--- config.mk ---
export PLATFORM = sky130hd
export DESIGN_NAME = i2c_bit_level_master_sequencer
export DESIGN_NICKNAME = d
export VERILOG_FILES = /design/src/rtl/core/i2cms_pkg.sv /design/src/rtl/core/i2c_bit_level_master_sequencer.sv
export SDC_FILE = /design/constraint.sdc
export NUM_CORES = 1
export LEC_CHECK = 0
export ABC_CLOCK_PERIOD_IN_PS = 3600
export BUFFER_PORTS_ARGS = -buffer_cell sky130_fd_sc_hd__buf_2
export CELL_PAD_IN_SITES_DETAIL_PLACEMENT = 0
export CELL_PAD_IN_SITES_GLOBAL_PLACEMENT = 1
export CORE_ASPECT_RATIO = 0.7
export CORE_MARGIN = 5
export CORE_UTILIZATION = 44
export CTS_CLUSTER_DIAMETER = 60
export CTS_CLUSTER_SIZE = 20
export DETAILED_ROUTE_END_ITERATION = 6
export PLACE_DENSITY = 0.84
export REMOVE_ABC_BUFFERS = 1
export SYNTH_ARGS = -nofsm -noshare
export SYNTH_HDL_FRONTEND = slang
export SYNTH_SLANG_ARGS = --single-unit
--- constraint.sdc ---
create_clock -name clk -period 3.6 [get_ports clk]
set_input_delay 0.54 -clock clk [delete_from_list [all_inputs] [get_ports clk]]
set_output_delay 0.54 -clock clk [all_outputs]
set_load 0.005 [all_outputs]
--- src/rtl/core/i2cms_pkg.sv ---
// Shared types and constants for the I2C bit-level master sequencer.
package i2cms_pkg;

  typedef enum logic [2:0] {
    OP_START = 3'd0,
    OP_WRITE = 3'd1,
    OP_CHECK = 3'd2,
    OP_READ  = 3'd3,
    OP_SACK  = 3'd4,
    OP_STOP  = 3'd5
  } op_t;

  localparam int unsigned PHASE_W = 5;
  localparam int unsigned BYTE_W  = 8;

  // Index of the last phase of each command.
  localparam logic [PHASE_W-1:0] LAST_START = 5'd2;
  localparam logic [PHASE_W-1:0] LAST_WRITE = 5'd24;
  localparam logic [PHASE_W-1:0] LAST_CHECK = 5'd2;
  localparam logic [PHASE_W-1:0] LAST_READ  = 5'd16;
  localparam logic [PHASE_W-1:0] LAST_SACK  = 5'd3;
  localparam logic [PHASE_W-1:0] LAST_STOP  = 5'd2;

  // Position inside one written bit: set data, raise SCL, lower SCL.
  localparam logic [1:0] BIT_DATA = 2'd0;
  localparam logic [1:0] BIT_HIGH = 2'd1;
  localparam logic [1:0] BIT_LOW  = 2'd2;

endpackage

--- src/rtl/core/i2c_bit_level_master_sequencer.sv ---
// Top level of the I2C bit-level master sequencer: one bus phase per tick item.
// An accepted tick item shows its result in the next cycle, from the output register.
// Throughput: one tick item per cycle; the phase update and the output register
// form a single pass, and input stall follows only a held, stalled result.
// Reset: synchronous, active high; SCL and SDA state high, SDA driven, no command
// in progress, rx shift and ack bit cleared; only out_valid of the outputs resets.
module i2c_bit_level_master_sequencer (
  input  logic                            clk,
  input  logic                            rst,
  input  logic                            in_valid,
  output logic                            in_stall,
  input  logic                            cmd_valid,
  input  logic [2:0]                      op,
  input  logic [i2cms_pkg::BYTE_W-1:0]    tx_byte,
  input  logic                            ack_level,
  input  logic                            sda_in,
  output logic                            out_valid,
  input  logic                            out_stall,
  output logic                            scl_level,
  output logic                            sda_level,
  output logic                            sda_drive,
  output logic                            busy_res,
  output logic                            done_res,
  output logic [i2cms_pkg::BYTE_W-1:0]    rx_byte,
  output logic                            ack_received
);
  import i2cms_pkg::*;

  logic               busy, busy_next;
  op_t                active_op, active_op_next;
  logic [PHASE_W-1:0] phase, phase_next;
  logic [1:0]         bit_pos, bit_pos_next;
  logic [BYTE_W-1:0]  tx_shift, tx_shift_next;
  logic [BYTE_W-1:0]  rx_shift, rx_shift_next;
  logic               ack_bit, ack_bit_next;
  logic               scl, scl_next;
  logic               sda, sda_next;
  logic               drive, drive_next;
  logic [PHASE_W-1:0] last_phase;
  logic [PHASE_W-1:0] p;
  logic               res_busy, res_done;
  logic               accept;

  assign in_stall = out_valid && out_stall;
  assign accept   = in_valid && !in_stall;

  always_comb begin
    busy_next      = busy;
    active_op_next = active_op;
    phase_next     = phase;
    bit_pos_next   = bit_pos;
    tx_shift_next  = tx_shift;
    rx_shift_next  = rx_shift;
    ack_bit_next   = ack_bit;
    scl_next       = scl;
    sda_next       = sda;
    drive_next     = drive;
    res_busy       = 1'b0;
    res_done       = 1'b0;
    last_phase     = LAST_STOP;

    // Take a new command only while idle; undefined op codes drop.
    if (!busy && cmd_valid && (op <= 3'(OP_STOP))) begin
      busy_next      = 1'b1;
      active_op_next = op_t'(op);
      phase_next     = '0;
      bit_pos_next   = BIT_DATA;
      if (op == 3'(OP_WRITE)) begin
        tx_shift_next = tx_byte;
      end else if (op == 3'(OP_SACK)) begin
        tx_shift_next = {{(BYTE_W-1){1'b0}}, ack_level};
      end else if (op == 3'(OP_READ)) begin
        rx_shift_next = '0;
      end
    end

    p = phase_next;

    if (busy_next) begin
      res_busy = 1'b1;
      unique case (active_op_next)
        OP_START: begin
          last_phase = LAST_START;
          if (p == '0) begin
            scl_next = 1'b1; sda_next = 1'b1; drive_next = 1'b1;
          end else if (p == 5'd1) begin
            sda_next = 1'b0;
          end else begin
            scl_next = 1'b0;
          end
        end
        OP_WRITE: begin
          last_phase = LAST_WRITE;
          if (p == '0) begin
            scl_next = 1'b0; drive_next = 1'b1;
          end else begin
            unique case (bit_pos_next)
              BIT_DATA: begin
                sda_next      = tx_shift_next[BYTE_W-1];
                tx_shift_next = {tx_shift_next[BYTE_W-2:0], 1'b0};
              end
              BIT_HIGH: scl_next = 1'b1;
              default:  scl_next = 1'b0;
            endcase
            bit_pos_next = (bit_pos_next == BIT_LOW) ? BIT_DATA : bit_pos_next + 2'd1;
          end
        end
        OP_CHECK: begin
          last_phase = LAST_CHECK;
          if (p == '0) begin
            scl_next = 1'b0; drive_next = 1'b0;
          end else if (p == 5'd1) begin
            scl_next = 1'b1;
          end else begin
            scl_next     = 1'b0;
            ack_bit_next = sda_in;
          end
        end
        OP_READ: begin
          last_phase = LAST_READ;
          if (p == '0) begin
            scl_next = 1'b0; drive_next = 1'b0;
          end else if (p[0]) begin
            scl_next = 1'b1;
          end else begin
            scl_next      = 1'b0;
            rx_shift_next = {rx_shift_next[BYTE_W-2:0], sda_in};
          end
        end
        OP_SACK: begin
          last_phase = LAST_SACK;
          if (p == '0) begin
            scl_next = 1'b0; drive_next = 1'b1;
          end else if (p == 5'd1) begin
            sda_next = tx_shift_next[0];
          end else if (p == 5'd2) begin
            scl_next = 1'b1;
          end else begin
            scl_next = 1'b0;
          end
        end
        default: begin
          last_phase = LAST_STOP;
          if (p == '0) begin
            scl_next = 1'b0; sda_next = 1'b0; drive_next = 1'b1;
          end else if (p == 5'd1) begin
            scl_next = 1'b1;
          end else begin
            sda_next = 1'b1;
          end
        end
      endcase

      // Drop busy after the last phase, else advance.
      if (p >= last_phase) begin
        res_done   = 1'b1;
        busy_next  = 1'b0;
        phase_next = '0;
      end else begin
        phase_next = p + 5'd1;
      end
    end
  end

  always_ff @(posedge clk) begin
    if (rst) begin
      busy      <= 1'b0;
      active_op <= OP_START;
      phase     <= '0;
      bit_pos   <= BIT_DATA;
      tx_shift  <= '0;
      rx_shift  <= '0;
      ack_bit   <= 1'b0;
      scl       <= 1'b1;
      sda       <= 1'b1;
      drive     <= 1'b1;
    end else if (accept) begin
      busy      <= busy_next;
      active_op <= active_op_next;
      phase     <= phase_next;
      bit_pos   <= bit_pos_next;
      tx_shift  <= tx_shift_next;
      rx_shift  <= rx_shift_next;
      ack_bit   <= ack_bit_next;
      scl       <= scl_next;
      sda       <= sda_next;
      drive     <= drive_next;
    end
  end

  always_ff @(posedge clk) begin
    if (rst) begin
      out_valid <= 1'b0;
    end else if (accept) begin
      out_valid <= 1'b1;
    end else if (!out_stall) begin
      out_valid <= 1'b0;
    end
  end

  always_ff @(posedge clk) begin
    if (accept) begin
      scl_level    <= scl_next;
      sda_level    <= sda_next;
      sda_drive    <= drive_next;
      busy_res     <= res_busy;
      done_res     <= res_done;
      rx_byte      <= rx_shift_next;
      ack_received <= ack_bit_next;
    end
  end

  a_idle_phase_zero: assert property (@(posedge clk) disable iff (rst)
    !busy |-> (phase == '0))
    else $error("phase counter not cleared while idle");

  a_phase_in_range: assert property (@(posedge clk) disable iff (rst)
    busy |-> (phase <= LAST_WRITE))
    else $error("phase counter past the longest command");

  a_done_implies_busy: assert property (@(posedge clk) disable iff (rst)
    (out_valid && done_res) |-> busy_res)
    else $error("done result without busy");

  a_accept_fills_output: assert property (@(posedge clk) disable iff (rst)
    accept |=> out_valid)
    else $error("accepted item left no result");

  a_stall_only_when_full: assert property (@(posedge clk) disable iff (rst)
    in_stall |-> out_valid)
    else $error("input stalled with empty output register");

endmodule
# Yosys cells after proc, flatten, opt, wreduce, memory -nomap -nowiden
# Index checks and enable logic that the tools add are counted.
dict set report classes {
  n_addsub 2
  n_lt_le_gt_ge 2
  n_eq_ne 12
  muxes 66
  reduce_logical 10
}
# op n
set ops {}
lappend ops {{$mux W8} 15}
lappend ops {{$mux W1} 37}
lappend ops {{$mux W5} 4}
lappend ops {{$pmux W5 S3} 1}
lappend ops {{$mux W2} 5}
lappend ops {{$eq A3 B2 Y1 const B} 3}
lappend ops {{$eq A3 B1 Y1 const B} 2}
lappend ops {{$eq A3 B3 Y1 const B} 2}
lappend ops {{$add A5 B1 Y5 const B} 1}
lappend ops {{$eq A5 B1 Y1 const B} 1}
lappend ops {{$eq A5 B2 Y1 const B} 1}
lappend ops {{$ge A5 B5 Y1} 1}
lappend ops {{$logic_not A5 Y1} 1}
lappend ops {{$pmux W1 S5} 1}
lappend ops {{$logic_and A1 B1 Y1} 4}
lappend ops {{$pmux W1 S4} 1}
lappend ops {{$le A3 B3 Y1 const B} 1}
lappend ops {{$logic_not A3 Y1} 1}
lappend ops {{$mux W3} 1}
lappend ops {{$add A2 B1 Y2 const B} 1}
lappend ops {{$eq A2 B1 Y1 const B} 1}
lappend ops {{$eq A2 B2 Y1 const B} 1}
lappend ops {{$logic_not A1 Y1} 2}
lappend ops {{$logic_not A2 Y1} 1}
lappend ops {{3 further kinds} 3}
dict set report word_totals {
  reg_bits 46
  inputBits 18
  out_inout_bits 16
  elab_cells 110
}

# Logic depth before layout (Yosys ltp)
dict set report logic_depth {
  depth_word 10
  depth_mapped 12
  mapped_depth_nobuf 11
}

# Worst setup path before layout
# Ideal clock, no wire load.
dict set report synth_timing {
  path_kind {in2reg}
  start {in op[2]}
  end {reg done_res (data pin)}
  setup_time_ns 0.275
  arrival_ns 2.312
  required_time_ns 3.325
  setup_slack_ns 1.013
  stages 11
  path_buffers 2
  cell_sequence {buf_6 -> nand2_1 -> nand2_1 -> clkbuf_1 -> nand2_1 -> ha_1 -> nand2b_1 -> a21oi_1 -> a21boi_0 -> o21ai_1 -> a21oi_1}
}
dict set report synth_between {
  elab_chain_len 8
  elab_cells_between_ends 12
  cone_classes {order compare (2); eq/ne (3); mux (6); reduce/logical (1)}
}
# item line_no
set synth_lines {}
lappend synth_lines {{start: declaration} i2c_bit_level_master_sequencer.sv:13} ;# input logic [2:0] op,
lappend synth_lines {{$le A3 B3 Y1} i2c_bit_level_master_sequencer.sv:63} ;# if (!busy && cmd_valid && (op <= 3'(OP_STOP))) begin
lappend synth_lines {{$logic_and A1 B1 Y1} i2c_bit_level_master_sequencer.sv:63}
lappend synth_lines {{$mux W3} i2c_bit_level_master_sequencer.sv:63}
lappend synth_lines {{$eq A3 B3 Y1 (tied with other cells)} i2c_bit_level_master_sequencer.sv:81} ;# unique case (active_op_next)
lappend synth_lines {{$pmux W5 S3} i2c_bit_level_master_sequencer.sv:81}
lappend synth_lines {{$mux W5} i2c_bit_level_master_sequencer.sv:79} ;# if (busy_next) begin
lappend synth_lines {{$ge A5 B5 Y1} i2c_bit_level_master_sequencer.sv:155} ;# if (p >= last_phase) begin
lappend synth_lines {{$mux W1} i2c_bit_level_master_sequencer.sv:155}
lappend synth_lines {{end signal: assignment} i2c_bit_level_master_sequencer.sv:207} ;# done_res <= res_done;
lappend synth_lines {{end: declaration} i2c_bit_level_master_sequencer.sv:23} ;# output logic done_res,
# Parallel ways exist; a longest one is shown, timed or not. The select of a mux whose other input is x is not followed.
# A chain may end at the register's enable or synchronous reset.

# Worst setup path after layout
dict set report layout_timing {
  start {reg busy}
  end {reg done_res (data pin)}
}
dict set report layout_between {
  elab_chain_len 9
  elab_cells_between_ends 13
  cone_classes {order compare (1); eq/ne (3); mux (6); reduce/logical (3)}
}
# item line_no
set layout_lines {}
lappend layout_lines {{start: declaration} i2c_bit_level_master_sequencer.sv:29} ;# logic busy, busy_next;
lappend layout_lines {{start signal: assignment} i2c_bit_level_master_sequencer.sv:178} ;# busy <= busy_next;
lappend layout_lines {{$logic_not A1 Y1} i2c_bit_level_master_sequencer.sv:63}
lappend layout_lines {{$logic_and A1 B1 Y1 (2 in a row)} i2c_bit_level_master_sequencer.sv:63}
lappend layout_lines {{$mux W3} i2c_bit_level_master_sequencer.sv:63}
lappend layout_lines {{$eq A3 B3 Y1 (tied with other cells)} i2c_bit_level_master_sequencer.sv:81}
lappend layout_lines {{$pmux W5 S3} i2c_bit_level_master_sequencer.sv:81}
lappend layout_lines {{$mux W5} i2c_bit_level_master_sequencer.sv:79}
lappend layout_lines {{$ge A5 B5 Y1} i2c_bit_level_master_sequencer.sv:155}
lappend layout_lines {{$mux W1} i2c_bit_level_master_sequencer.sv:155}
# Parallel ways exist; a longest one is shown, timed or not. The select of a mux whose other input is x is not followed.

==> results.md <==
- Hold path depth: 2
- FFs w/ async S/R, synth: 0
- Mapped Area: roughly 0.0028 sq mm
- Post-CTS Resized: 0
- Non-Filler Instances: 422
- Run status: finished clean
- Hold_buf cts: 0
- First-pass GRT wire length: around 12000 um
- CP max FO: 11
- Postcts setup bufs: 0
- Cell area after placement: 0.00301 sq mm
- Core outline area: about 0.0062 sq mm
- Seq cells post-synth: 46
- P_leak: roughly 1.2 nW
- Peak supply drop: roughly 0.19 mV
- Synth warn: 0
- Die Height: 76.8 um
- Final hold violation count: 0
- Hold Slack: roughly 0.46 ns
- Hold Startpoint: rx_shift[7]$_SDFFE_PP0P_
- Crit Reg-Reg Endpoint: done_res$_SDFFCE_PP0P_
- MaxCap Viol Count: 0
- GRT Residual Overflow: 0
- CTS tree: done
- Crit share post-route: 0.822
- Inst Count DP: 414
- Worst skew pair latency: around 0.3 ns
- # diodes: 0
- Design Area, Final: ~0.0031 sq mm
- Fmax: 338 MHz
- HP Class: reg2reg
- RePlAce Congestion: around 0.93
- Worst Tran Pin Value: 0.646 ns
- Drt total wl: between 6000 and 7000 um
- CP endpoint kind: flop
- GRT Overall Usage: 0.177
- Die width: between 100 and 150 um
- Vias per cell: approximately 5.9
- Full die area: just over 0.008 sq mm
- H-tree depth: 2
- Drt drc: 0
- Yosys cell types: 70
- P per Cell Area: ~350 mW/mm^2
- Cell row count: 24
- Slew HR: 0.569
- Reg2Reg Depth: 10
- CTS clk-pin slew, worst paths: ~0.09 ns
- Critical Path Source Type: flop
- Ports: 34
- 1st-iter DRT viols: 224
- Minimum clock period: about 3.0 ns
- Nets: 365
- Post-synth EDFFs: 14
- Initial antenna violation count: 0
- CP arrival: 2.98 ns
- Final Setup Violations: 0
- CTS buffer count: 5
- Buffers on Ports: 33
- Clock sinks: 46
- Setup Crit Path Kind: reg2reg
- Vias: approximately 2500
- Layout cell share with drive strength beyond 1: 0.198
- Post-synth top flop: dfxtp_1
- Filler cells: about 600
- First-pass DRT Iterations: 5
- Post-Synthesis Cells: roughly 320
- Worst r2r src: busy$_SDFFE_PP0P_
- Syn-to-layout area delta: 10.2%
- Clock Tree Root: clkbuf_8
- Reg2Reg Setup Slack: about 0.64 ns
- Seq/Total Area, Yosys: 0.378
- RSZ-0062 raised after global routing: false
- Layout Skew: a little under 0.008 ns
- Slew Viols, Final: 0
- Wire per inst: 16.6 um
- Final setup TNS: 0 ns
- Clock buffer depth: 2
- Dpl hpwl: 5030 um
- Hold EP: rx_shift[7]$_SDFFE_PP0P_
- Final Power: 1.09 mW
- Post-Syn Area per Cell: just under 9 sq um
- Largest net degree at the start of global routing: 36
- Critical Path RT: 3.62 ns
- Initial Util: 0.452
- Antenna Nets Post-Route: 0
- Vias in the first global route: ~2300
report_power, final:
part	total [mW]	switching [mW]	internal, mW
sequential	0.570	0.0166	0.554
combinational	0.201	0.126	0.0752
clock	0.317	0.180	0.137
cells in the final DEF (no fill, tap or decap), types with 2 or more instances in the layout:
cell type	instances
nand4_1	14
a22o_1	6
nand3b_1	9
o21ai_2	2
a31oi_1	2
or2_2	3
nand4b_1	2
clkbuf_8	5
nand2b_1	6
o21ai_0	16
nand3_1	8
a21oi_1	26
a211oi_1	4
ha_1	4
o21ai_4	2
buf_4	4
buf_2	33
or3_1	2
and2_1	4
o21ai_1	5
dfxtp_1	32
nor2_1	30
inv_1	11
edfxtp_1	14
nand2_1	30
o211ai_1	2
mux2i_1	14
o2111ai_1	2
nor2b_1	2
mux2_2	2
nor3_1	4
o22ai_1	3
a32oi_1	2
how the worst max path moves through the flow:
| stage | startpoint | endpoint | slack (ns) | cells past startpoint |
|---|---|---|---|---|
| 2_1_floorplan | cmd_valid | done_res$_SDFFCE_PP0P_ | 1.07 | 9 |
| 5_1_grt | busy$_SDFFE_PP0P_ | phase[1]$_SDFFE_PP0P_ | 0.35 | 11 |
| 3_5_place_dp | op[2] | done_res$_SDFFCE_PP0P_ | 0.60 | 11 |
| 4_1_cts | busy$_SDFFE_PP0P_ | done_res$_SDFFCE_PP0P_ | 0.67 | 10 |
| 6_report | busy$_SDFFE_PP0P_ | done_res$_SDFFCE_PP0P_ | 0.64 | 10 |
| 3_3_place_gp | cmd_valid | done_res$_SDFFCE_PP0P_ | 0.68 | 10 |
sequential cells by signal, summed over array words and instances (netlist names):
signal / cells
rx_byte: 8
rx_shift: 8
tx_shift: 8
phase: 5
active_op: 3
bit_pos: 2
ack_bit: 1
ack_received: 1
busy: 1
busy_res: 1
done_res: 1
drive: 1
out_valid: 1
scl: 1
scl_level: 1
sda: 1
sda_drive: 1
sda_level: 1
final cells by class:
cell class                 count  area (sq um)  area share
tap                           78          97.6      0.0316
clock buffer                   6          72.6      0.0235
timing repair buffer          37           195      0.0631
clock inverter                 2          13.8     0.00445
inverter                      12          45.0      0.0146
multi-input combinational    241          1610       0.520
sequential                    46          1060       0.343
through the flow:
stage / setup WS [ns] / util
after floorplan: 1.07 / -
after global placement: 0.676 / 0.484
after detailed placement: 0.598 / 0.484
after CTS: 0.670 / 0.498
after global routing: 0.349 / 0.498
final: 0.642 / 0.498
synthesized netlist by cell type, drive strengths merged, types with 2 or more instances:
| cell type | instances | area, sq um |
|---|---|---|
| nor3 | 5 | 30.0 |
| a21oi | 26 | 130 |
| edfxtp | 14 | 420 |
| o2111ai | 2 | 17.5 |
| a32oi | 2 | 17.5 |
| a31oi | 2 | 12.5 |
| nand2b | 6 | 37.5 |
| nor2 | 31 | 119 |
| o22ai | 3 | 18.8 |
| mux2i | 14 | 140 |
| mux2 | 2 | 22.5 |
| and2 | 5 | 32.5 |
| or2 | 3 | 18.8 |
| a211oi | 5 | 42.5 |
| ha | 4 | 50.1 |
| nand4 | 14 | 87.6 |
| nor2b | 2 | 12.5 |
| nand3b | 9 | 67.6 |
| nand2 | 30 | 113 |
| dfxtp | 32 | 641 |
| buf | 8 | 60.1 |
| a21boi | 2 | 15.0 |
| nand4b | 2 | 17.5 |
| inv | 11 | 41.3 |
| nor4b | 2 | 23.8 |
| nand3 | 8 | 40.0 |
| o211ai | 3 | 36.3 |
| or3 | 3 | 23.8 |
| a22o | 6 | 52.6 |
| nor3b | 2 | 31.3 |
| o41ai | 2 | 25.0 |
| clkbuf | 9 | 33.8 |
| o21ai | 25 | 155 |
cells by family (layout without fill, tap and decap cells):
| family | Yosys count | in the layout | synth area share |
|---|---|---|---|
| buffers and inverters | 29 | 57 | 0.0495 |
| multiplexers | 16 | 16 | 0.0579 |
| AO/OA/AOI/OAI | 89 | 89 | 0.233 |
| AND/OR/NAND/NOR | 130 | 130 | 0.258 |
| XOR/XNOR | 2 | 2 | 0.00624 |
| flip-flops | 46 | 46 | 0.378 |
| adder cells (fa/ha/maj) | 4 | 4 | 0.0178 |
layer usage:
layer | vias up | wire length, um | GRT usage
met3 | 2 | 480 | 0.0386
met4 | 0 | 34 | 0.0393
met2 | 89 | 2940 | 0.252
li1 | 1222 | - | -
met1 | 1179 | 3540 | 0.271
met5 | - | 0 | 0
critical path, cell delays in order, from the launching register on:
cell,delay [ns]
dfxtp_1,0.64
and2b_1,0.30
a21boi_1,0.28
nor2_1,0.14
nor2_1,0.14
ha_1,0.24
nand2b_1,0.14
a21oi_1,0.12
a21boi_0,0.09
o21ai_1,0.44
a21oi_1,0.15
Power figures use the tool's default switching activity.
